--- src/rtl/swm_pkg.sv ---
// ----------------------------------------------------------------------------
// swm_pkg
// Shared widths, payload types and the controller/datapath command and status
// groups of the sliding window median filter.
// ----------------------------------------------------------------------------
package swm_pkg;

	localparam int CFG_W         = 7;
	localparam int SAMPLE_PORT_W = 32;
	localparam int MEDIAN_W      = 33;

	localparam logic [CFG_W-1:0] WINDOW_RESET = 7'd3;

	typedef struct packed {
		logic signed [SAMPLE_PORT_W-1:0] sample;
		logic                            start_of_sequence;
	} sample_item_t;

	typedef struct packed {
		logic signed [MEDIAN_W-1:0] median_doubled;
	} result_item_t;

	// controller to datapath
	typedef struct packed {
		logic accept;
		logic scan_step;
		logic rd_mid_hi;
		logic rd_mid_lo;
		logic take_lo;
		logic emit;
	} swm_cmd_t;

	// datapath to controller
	typedef struct packed {
		logic scan_done;
		logic has_result;
		logic out_free;
	} swm_stat_t;

endpackage

--- src/rtl/swm_stream_if.sv ---
// ----------------------------------------------------------------------------
// swm_stream_if
// Valid/ready stream channel carrying one payload of a given type.
// ----------------------------------------------------------------------------
interface swm_stream_if #(
	parameter type payload_t = logic
);

	logic     valid;
	logic     ready;
	payload_t data;

	modport source (output valid, output data, input ready);
	modport sink   (input valid, input data, output ready);

endinterface

--- src/rtl/swm_controller.sv ---
// ----------------------------------------------------------------------------
// swm_controller
// Sequencer for one sample: take it, run the sorted store update scan, read
// the middle entries and hand the result to the output register.
// ----------------------------------------------------------------------------
module swm_controller (
	input  logic               clk,
	input  logic               arst_n,
	input  logic               in_valid,
	output logic               in_ready,
	input  swm_pkg::swm_stat_t stat,
	output swm_pkg::swm_cmd_t  cmd
);
	import swm_pkg::*;

	typedef enum logic [2:0] {
		S_IDLE,
		S_SCAN,
		S_MED_HI,
		S_MED_LO,
		S_MED_GET,
		S_DRAIN
	} state_t;

	state_t state_q;

	always_ff @(posedge clk or negedge arst_n) begin
		if (!arst_n) begin
			state_q <= S_IDLE;
		end else begin
			case (state_q)
				S_IDLE: begin
					if (in_valid) begin
						state_q <= S_SCAN;
					end
				end
				S_SCAN: begin
					if (stat.scan_done) begin
						state_q <= stat.has_result ? S_MED_HI : S_IDLE;
					end
				end
				S_MED_HI:  state_q <= S_MED_LO;
				S_MED_LO:  state_q <= S_MED_GET;
				S_MED_GET: state_q <= S_DRAIN;
				S_DRAIN: begin
					if (stat.out_free) begin
						state_q <= S_IDLE;
					end
				end
				default:   state_q <= S_IDLE;
			endcase
		end
	end

	assign in_ready = (state_q == S_IDLE);

	always_comb begin
		cmd           = '0;
		cmd.accept    = (state_q == S_IDLE) && in_valid;
		cmd.scan_step = (state_q == S_SCAN);
		cmd.rd_mid_hi = (state_q == S_MED_HI);
		cmd.rd_mid_lo = (state_q == S_MED_LO);
		cmd.take_lo   = (state_q == S_MED_GET);
		cmd.emit      = (state_q == S_DRAIN) && stat.out_free;
	end

endmodule

--- src/rtl/swm_datapath.sv ---
// ----------------------------------------------------------------------------
// swm_datapath
// Arrival ring and sorted store memories, the merge scan that removes the
// oldest sample and inserts the new one, median read-out and output register.
// ----------------------------------------------------------------------------
module swm_datapath #(
	parameter int WINDOW_MAX   = 64,
	parameter int SAMPLE_WIDTH = 32
) (
	input  logic                        clk,
	input  logic                        arst_n,
	input  logic                        cfg_we,
	input  logic [swm_pkg::CFG_W-1:0]   cfg_wdata,
	input  swm_pkg::sample_item_t       in_data,
	input  swm_pkg::swm_cmd_t           cmd,
	output swm_pkg::swm_stat_t          stat,
	output logic                        out_valid,
	input  logic                        out_ready,
	output swm_pkg::result_item_t       out_data
);
	import swm_pkg::*;

	localparam int AW = $clog2(WINDOW_MAX);
	localparam int CW = $clog2(WINDOW_MAX + 1);
	localparam int EW = (CW > CFG_W) ? CW : CFG_W;
	localparam int SW = SAMPLE_WIDTH;

	typedef enum logic [1:0] {
		M_NORMAL,
		M_RIGHT,
		M_LEFT,
		M_DONE
	} mode_t;

	// configuration and window bookkeeping
	logic [CFG_W-1:0] window_q;
	logic [CW-1:0]    fill_q;
	logic [AW-1:0]    ptr_q;
	logic [CW-1:0]    n_q;
	logic             rem_q;
	logic             has_res_q;

	// scan state
	mode_t            mode_q, mode_d;
	logic [CW-1:0]    rd_idx_q;
	logic             v_s1;
	logic [CW-1:0]    idx_s1;
	logic signed [SW-1:0] x_q;
	logic signed [SW-1:0] carry_q, carry_d;

	// memories and their read registers
	logic signed [SW-1:0] arrival_q [WINDOW_MAX];
	logic signed [SW-1:0] sorted_q  [WINDOW_MAX];
	logic signed [SW-1:0] arr_rd_q;
	logic signed [SW-1:0] srt_rd_q;

	logic signed [SW-1:0] hi_q, lo_q;
	logic                 out_valid_q;
	result_item_t         out_q;

	logic [EW-1:0]        wcfg_x;
	logic [CW-1:0]        w_eff, w_m1, w_half;
	logic [AW-1:0]        mid_hi_a, mid_lo_a;
	logic [CW-1:0]        fill_eff, fill_inc;
	logic [AW-1:0]        ptr_eff, ptr_next;
	logic                 rem_d;
	logic signed [SW-1:0] x_in;
	logic [AW-1:0]        arr_wa;

	logic                 srt_issue, srt_re, srt_we;
	logic [AW-1:0]        srt_ra, srt_wa;
	logic signed [SW-1:0] srt_wd;
	logic [CW-1:0]        idx_m1, n_m1;
	logic                 scan_done;

	logic signed [SW:0]   hi_x, lo_x, sum_d;

	// a zero window acts as one, a window above capacity saturates
	assign wcfg_x = EW'(window_q);
	always_comb begin
		if (window_q == '0) begin
			w_eff = CW'(1);
		end else if (wcfg_x > EW'(WINDOW_MAX)) begin
			w_eff = CW'(WINDOW_MAX);
		end else begin
			w_eff = wcfg_x[CW-1:0];
		end
	end

	assign w_m1     = w_eff - CW'(1);
	assign w_half   = w_eff >> 1;
	assign mid_hi_a = w_half[AW-1:0];
	assign mid_lo_a = w_eff[0] ? mid_hi_a : mid_hi_a - AW'(1);

	assign x_in     = $signed(in_data.sample[SW-1:0]);
	assign fill_eff = in_data.start_of_sequence ? '0 : fill_q;
	assign ptr_eff  = in_data.start_of_sequence ? '0 : ptr_q;
	assign fill_inc = fill_eff + CW'(1);
	assign rem_d    = (fill_eff >= w_eff);
	assign ptr_next = (ptr_eff == w_m1[AW-1:0]) ? '0 : ptr_eff + AW'(1);
	assign arr_wa   = rem_d ? ptr_eff : fill_eff[AW-1:0];

	// arrival ring: write the new sample, read the one it replaces
	always_ff @(posedge clk) begin
		if (cmd.accept) begin
			arrival_q[arr_wa] <= x_in;
			arr_rd_q          <= arrival_q[ptr_eff];
		end
	end

	assign srt_issue = cmd.scan_step && (rd_idx_q < n_q) && (mode_q != M_DONE);
	assign srt_re    = srt_issue || cmd.rd_mid_hi || cmd.rd_mid_lo;
	always_comb begin
		if (cmd.rd_mid_hi) begin
			srt_ra = mid_hi_a;
		end else if (cmd.rd_mid_lo) begin
			srt_ra = mid_lo_a;
		end else begin
			srt_ra = rd_idx_q[AW-1:0];
		end
	end

	assign scan_done = (mode_q == M_DONE) || (!v_s1 && (rd_idx_q >= n_q));
	assign idx_m1    = idx_s1 - CW'(1);
	assign n_m1      = n_q - CW'(1);

	// merge scan: one stored entry a cycle, writing at its own slot or one below
	always_comb begin
		mode_d  = mode_q;
		carry_d = carry_q;
		srt_we  = 1'b0;
		srt_wa  = idx_s1[AW-1:0];
		srt_wd  = x_q;
		if (cmd.scan_step) begin
			if (v_s1 && (mode_q != M_DONE)) begin
				case (mode_q)
					M_NORMAL: begin
						if (rem_q && (srt_rd_q == arr_rd_q)) begin
							mode_d = M_LEFT;
						end else if (x_q < srt_rd_q) begin
							srt_we  = 1'b1;
							srt_wd  = x_q;
							carry_d = srt_rd_q;
							mode_d  = M_RIGHT;
						end
					end
					M_RIGHT: begin
						srt_we = 1'b1;
						srt_wd = carry_q;
						if (rem_q && (srt_rd_q == arr_rd_q)) begin
							mode_d = M_DONE;
						end else begin
							carry_d = srt_rd_q;
						end
					end
					M_LEFT: begin
						srt_we = 1'b1;
						srt_wa = idx_m1[AW-1:0];
						if (x_q < srt_rd_q) begin
							srt_wd = x_q;
							mode_d = M_DONE;
						end else begin
							srt_wd = srt_rd_q;
						end
					end
					default: begin
						mode_d = mode_q;
					end
				endcase
			end else if (scan_done && (mode_q != M_DONE)) begin
				// new sample or carried entry lands past the last one read, or on it when shifting left
				case (mode_q)
					M_NORMAL: begin
						srt_we = !rem_q;
						srt_wa = n_q[AW-1:0];
						srt_wd = x_q;
					end
					M_RIGHT: begin
						srt_we = !rem_q;
						srt_wa = n_q[AW-1:0];
						srt_wd = carry_q;
					end
					M_LEFT: begin
						srt_we = 1'b1;
						srt_wa = n_m1[AW-1:0];
						srt_wd = x_q;
					end
					default: begin
						srt_we = 1'b0;
					end
				endcase
			end
		end
	end

	always_ff @(posedge clk) begin
		if (srt_we) begin
			sorted_q[srt_wa] <= srt_wd;
		end
		if (srt_re) begin
			srt_rd_q <= sorted_q[srt_ra];
		end
	end

	always_ff @(posedge clk or negedge arst_n) begin
		if (!arst_n) begin
			window_q    <= WINDOW_RESET;
			fill_q      <= '0;
			ptr_q       <= '0;
			n_q         <= '0;
			rem_q       <= 1'b0;
			has_res_q   <= 1'b0;
			mode_q      <= M_DONE;
			rd_idx_q    <= '0;
			v_s1        <= 1'b0;
			out_valid_q <= 1'b0;
		end else begin
			if (cfg_we) begin
				window_q <= cfg_wdata;
				fill_q   <= '0;
				ptr_q    <= '0;
			end
			if (cmd.accept) begin
				fill_q    <= rem_d ? fill_eff : fill_inc;
				ptr_q     <= rem_d ? ptr_next : ptr_eff;
				n_q       <= fill_eff;
				rem_q     <= rem_d;
				has_res_q <= rem_d || (fill_inc == w_eff);
				mode_q    <= M_NORMAL;
				rd_idx_q  <= '0;
				v_s1      <= 1'b0;
			end else if (cmd.scan_step) begin
				mode_q <= mode_d;
				v_s1   <= srt_issue;
				if (srt_issue) begin
					rd_idx_q <= rd_idx_q + CW'(1);
				end
			end
			if (cmd.emit) begin
				out_valid_q <= 1'b1;
			end else if (out_ready) begin
				out_valid_q <= 1'b0;
			end
		end
	end

	assign hi_x  = {hi_q[SW-1], hi_q};
	assign lo_x  = w_eff[0] ? {hi_q[SW-1], hi_q} : {lo_q[SW-1], lo_q};
	assign sum_d = hi_x + lo_x;

	always_ff @(posedge clk) begin
		if (cmd.accept) begin
			x_q <= x_in;
		end
		if (cmd.scan_step) begin
			carry_q <= carry_d;
			if (srt_issue) begin
				idx_s1 <= rd_idx_q;
			end
		end
		if (cmd.rd_mid_lo) begin
			hi_q <= srt_rd_q;
		end
		if (cmd.take_lo) begin
			lo_q <= srt_rd_q;
		end
		if (cmd.emit) begin
			out_q.median_doubled <= MEDIAN_W'($unsigned(sum_d));
		end
	end

	assign stat.scan_done  = scan_done;
	assign stat.has_result = has_res_q;
	assign stat.out_free   = !out_valid_q || out_ready;

	assign out_valid = out_valid_q;
	assign out_data  = out_q;

endmodule

--- src/rtl/sliding_window_median_top.sv ---
// ----------------------------------------------------------------------------
// sliding_window_median_top
// Running median filter over the last window length samples, result given as
// twice the median (one fractional bit).
//
//   channel    role      payload
//   samples    sink      sample, start_of_sequence
//   medians    source    median_doubled
//   cfg_we     write     cfg_wdata = window length
//
// A sample runs the merge scan through the sorted store, one entry a cycle on
// its single read port, so its time grows with the samples already held; when
// it yields a result, the median read-out and output handover follow. A new
// transaction is taken only in the idle state; a finished result waits in the
// output register while the next sample runs. Reset empties the window and
// sets the window length to 3; the stores need no clearing pass. A stalled
// output holds the block only at the final handover.
// ----------------------------------------------------------------------------
module sliding_window_median_top #(
	parameter int WINDOW_MAX   = 64,
	parameter int SAMPLE_WIDTH = 32
) (
	input  logic                      clk,
	input  logic                      arst_n,
	input  logic                      cfg_we,
	input  logic [swm_pkg::CFG_W-1:0] cfg_wdata,
	swm_stream_if.sink                samples,
	swm_stream_if.source              medians
);
	import swm_pkg::*;

	swm_cmd_t     cmd;
	swm_stat_t    stat;
	logic         in_ready;
	logic         out_valid;
	result_item_t out_data;

	swm_controller u_ctrl (
		.clk      (clk),
		.arst_n   (arst_n),
		.in_valid (samples.valid),
		.in_ready (in_ready),
		.stat     (stat),
		.cmd      (cmd)
	);

	swm_datapath #(
		.WINDOW_MAX   (WINDOW_MAX),
		.SAMPLE_WIDTH (SAMPLE_WIDTH)
	) u_dp (
		.clk       (clk),
		.arst_n    (arst_n),
		.cfg_we    (cfg_we),
		.cfg_wdata (cfg_wdata),
		.in_data   (samples.data),
		.cmd       (cmd),
		.stat      (stat),
		.out_valid (out_valid),
		.out_ready (medians.ready),
		.out_data  (out_data)
	);

	assign samples.ready = in_ready;
	assign medians.valid = out_valid;
	assign medians.data  = out_data;

endmodule
--- src/flat_wrapper.sv ---
// flat-port wrapper written by rule: the top's interface ports become plain ports
module sliding_window_median_top_flat import swm_pkg::*;
#(
	parameter int WINDOW_MAX   = 64,
	parameter int SAMPLE_WIDTH = 32
)
  (clk, arst_n, cfg_we, cfg_wdata, samples_valid, samples_data, samples_ready, medians_valid, medians_data, medians_ready);
  swm_stream_if samples_i ();
  swm_stream_if medians_i ();
  input  logic clk;
  input  logic arst_n;
  input  logic cfg_we;
  input  logic [swm_pkg::CFG_W-1:0] cfg_wdata;
  input wire logic [$bits(samples_i.valid)-1:0] samples_valid;
  input wire logic [$bits(samples_i.data)-1:0] samples_data;
  output wire logic [$bits(samples_i.ready)-1:0] samples_ready;
  output wire logic [$bits(medians_i.valid)-1:0] medians_valid;
  output wire logic [$bits(medians_i.data)-1:0] medians_data;
  input wire logic [$bits(medians_i.ready)-1:0] medians_ready;
  assign samples_i.valid = samples_valid;
  assign samples_i.data = samples_data;
  assign samples_ready = samples_i.ready;
  assign medians_valid = medians_i.valid;
  assign medians_data = medians_i.data;
  assign medians_i.ready = medians_ready;
  sliding_window_median_top #(.WINDOW_MAX(WINDOW_MAX), .SAMPLE_WIDTH(SAMPLE_WIDTH)) u_core (.clk(clk), .arst_n(arst_n), .cfg_we(cfg_we), .cfg_wdata(cfg_wdata), .samples(samples_i), .medians(medians_i));
endmodule
--- config.mk ---
export PLATFORM = sky130hd
export DESIGN_NAME = sliding_window_median_top_flat
export DESIGN_NICKNAME = d
export VERILOG_FILES = /design/src/rtl/swm_pkg.sv /design/src/rtl/swm_stream_if.sv /design/src/rtl/swm_controller.sv /design/src/rtl/swm_datapath.sv /design/src/rtl/sliding_window_median_top.sv /design/src/flat_wrapper.sv
export SDC_FILE = /design/constraint.sdc
export NUM_CORES = 2
export LEC_CHECK = 0
export BUFFER_PORTS_ARGS = -buffer_cell sky130_fd_sc_hd__buf_2
export CORE_MARGIN = 4
export CORE_UTILIZATION = 46
export DETAILED_ROUTE_END_ITERATION = 10
export PLACE_DENSITY_LB_ADDON = 0.2
export SYNTH_ARGS = -nofsm -noshare
export SYNTH_HDL_FRONTEND = slang
export SYNTH_HIERARCHICAL = 1
export SYNTH_SLANG_ARGS = --single-unit
--- constraint.sdc ---
create_clock -name clk -period 8.9 [get_ports clk]
set_input_delay 1.335 -clock clk [delete_from_list [all_inputs] [get_ports clk]]
set_output_delay 1.335 -clock clk [all_outputs]
set_load 0.005 [all_outputs]
==> metrics.cfg <==
[global_routing]
grt_pass1_wl_um=598000
track_usage_pct=22.2
met1_usage_pct=30.5
busiest_layer=met2
grt_pass1_vias=84700
gr-total-overflow=0
met3_usage_pct=2.70
use_met2_pct=36.5
grt_max_degree=110
antenna_found_initial=28

[critical_path]
required_ps=9530
rrSetupSlack_ps=3080
crit_chain=clkinv_1 > nand2_1 > ha_1 > nand2b_1 > a21oi_1 > o211a_4 > or2_2 > buf_4 > buf_4 > nor3_1 > or4_1 > nor4_1
crit_family=simple AND/OR/NAND/NOR gates
cp_max_fo=31
crit_buf_inv=3
crit_slowest_cell=nor4_1
crit_path_frequent_cell=buf_4
path_class=reg -> reg
max_stage_delay_ps=750
critPathCaptureType=flip-flop
crit_arrival_ps=6450
crit_path_start_kind=flip-flop

[timing]
setup_viol=0
relSlewSlack_pct=10.7
drv_slew=0
hold_viol=0
fin_skew_ps=75.9
fin_setup_tns_ps=0
post-route-period-util_pct=65.4
fin_crit_ps=5820
rsz0062_at_grt=false
worst_pin_slew_ps=1330
finalWorstSetupSlack_ps=3080
fmax_ghz=0.172

[clocking]
htree_levels=5
cts_resized=0
cts_tree=yes
clockBufferDepth=4
cts_setup_buffers=0
hold_buffers=0
ctsRootBufferMaster=clkbuf_16
clock_sinks=4276
clk_pin_slew_ps=60
clock_latency_ps=980
cts_buffers=438

[routing]
firstDrtPassIters=6
drt_iter0_drc=8944
final_antenna_net_count=0
drc=0
post_drt_wl_per_cell_um=27.3
viasPerCell=5.45
drt-total-wl_um=414000
vias=82800

[status]
status=complete, no violations

[power_and_ir_drop]
p_sw_w=0.0156
leakage_nw=63.8
ir_drop_mv=0.278
p_per_area_mw_per_mm2=274
seqPwrFrac_pct=46.2
combPwrFrac_pct=21.2
p_sw_share_pct=29.2
power.internal_w=0.0378
p_clk_share_pct=32.6

[synth]
yosysWarnings=6
syn_inst=7720
netlist_area_mm2=0.166
syn_avg_cell_area_um2=21.6

[floorplan]
start_util_pct=46.3
dieArea_mm2=0.372
dieHeight_um=610
io_pins=16
die_w_um=610
rows=220
core_area_mm2=0.360

[placement]
pre_cts_ws_ps=2550
dpl.hpwl_um=248000
place_inst=14400
port_buffers=15
gp_congestion=0.870

[layout]
synthToLayoutAreaGrowth_pct=17.3
fin_cells=15200
nets=10100
fillers=27700
drive_above_1_share_pct=20.8

[flow_run]
maxCapViolCount=0

[worst_hold_path]
hold_class=in -> async

-- worst paths after layout --
check                                       from                      end  cells after the start
max                        u_core/u_dp/wcfg_x[6]  u_core/u_dp/srt_rd_q[1]                     12
min                                       arst_n    u_core/u_dp/out_valid                      2
max reg2reg                u_core/u_dp/wcfg_x[6]  u_core/u_dp/srt_rd_q[1]                     12
min reg2reg                u_core/u_dp/mode_q[0]    u_core/u_dp/mode_q[0]                      2
max in group asynchronous                 arst_n     u_core/u_dp/ptr_q[2]                      2
min in group clk           u_core/u_dp/mode_q[0]    u_core/u_dp/mode_q[0]                      2
-- state kept, by name (all words and copies together) (netlist names), 2 cells and up --
name / cells
u_core/u_dp/arr_rd_q: 32
u_core/u_dp/mode_q: 2
u_core/u_dp/wcfg_x: 7
u_core/u_dp/rd_idx_q: 7
u_core/u_dp/n_q: 7
u_core/u_dp/sorted_q: 2048
u_core/u_dp/x_q: 32
u_core/u_dp/arrival_q: 2048
u_core/u_dp/ptr_q: 6
u_core/u_dp/carry_q: 32
u_core/u_dp/fill_q: 7
u_core/u_dp/srt_rd_q: 32
u_core/u_ctrl/state_q: 3
u_core/u_dp/idx_s1: 6
-- worst register-to-register path: cells and delay by family (launching register included) --
| kind | cells | cell delay [ps] |
|---|---|---|
| adders and majority gates | 1 | 340 |
| AOI/OAI and AO/OA | 2 | 860 |
| DFF | 1 | 650 |
| buffers and inverters | 3 | 1190 |
| and+or+nand+nor | 6 | 2450 |
-- stage by stage --
stage	hold slack, ps	utilization [%]	area (um2)	power [W]
global route	480	54.3	195000	0.0554
finish	462	54.3	195000	0.0535
detailed placement	500	50.5	182000	0.0364
CTS	424	54.3	195000	0.0539
global placement	493	50.5	182000	0.0362
floorplan	464	-	174000	0.0318
-- layout make-up --
| cell class | instances | area (um2) | area share, % |
|---|---|---|---|
| sequential | 4276 | 128000 | 65.7 |
| tap | 4773 | 5970 | 3.06 |
| clock buffer | 534 | 11500 | 5.87 |
| antenna | 13 | 32.5 | 0.0167 |
| multi-input combinational | 5028 | 45200 | 23.2 |
| inverter | 64 | 248 | 0.127 |
| timing repair buffer | 233 | 1910 | 0.979 |
| clock inverter | 262 | 2170 | 1.11 |
-- cell usage in the layout, fill, tap and decap left out, types with 86 or more instances in the layout --
cell / count
clkinv_1: 128
mux4_2: 1116
edfxtp_1: 4233
clkbuf_1: 89
conb_1: 2080
nand3_1: 119
a211oi_1: 86
clkbuf_16: 445
nor3_1: 249
buf_4: 202
nand2_1: 319
nor2_4: 89
-- power by group through the flow --
stage	Sequential (W)	Clock [W]	Combinational, W
finish	0.0247	0.0174	0.0113
global route	0.0247	0.0187	0.0120
CTS	0.0247	0.0178	0.0114
detailed placement	0.0251	0	0.0114
global placement	0.0251	0	0.0112
floorplan	0.0248	0	0.00696
-- metal layers --
layer	wire length (um)	up-vias	share of wire (%)
li1	-	35300	-
met1	163000	43700	39
met3	27200	696	6.6
met4	18700	2	4.5
met2	205000	3122	49
met5	13	-	0.0031
Power figures use the tool's default switching activity.
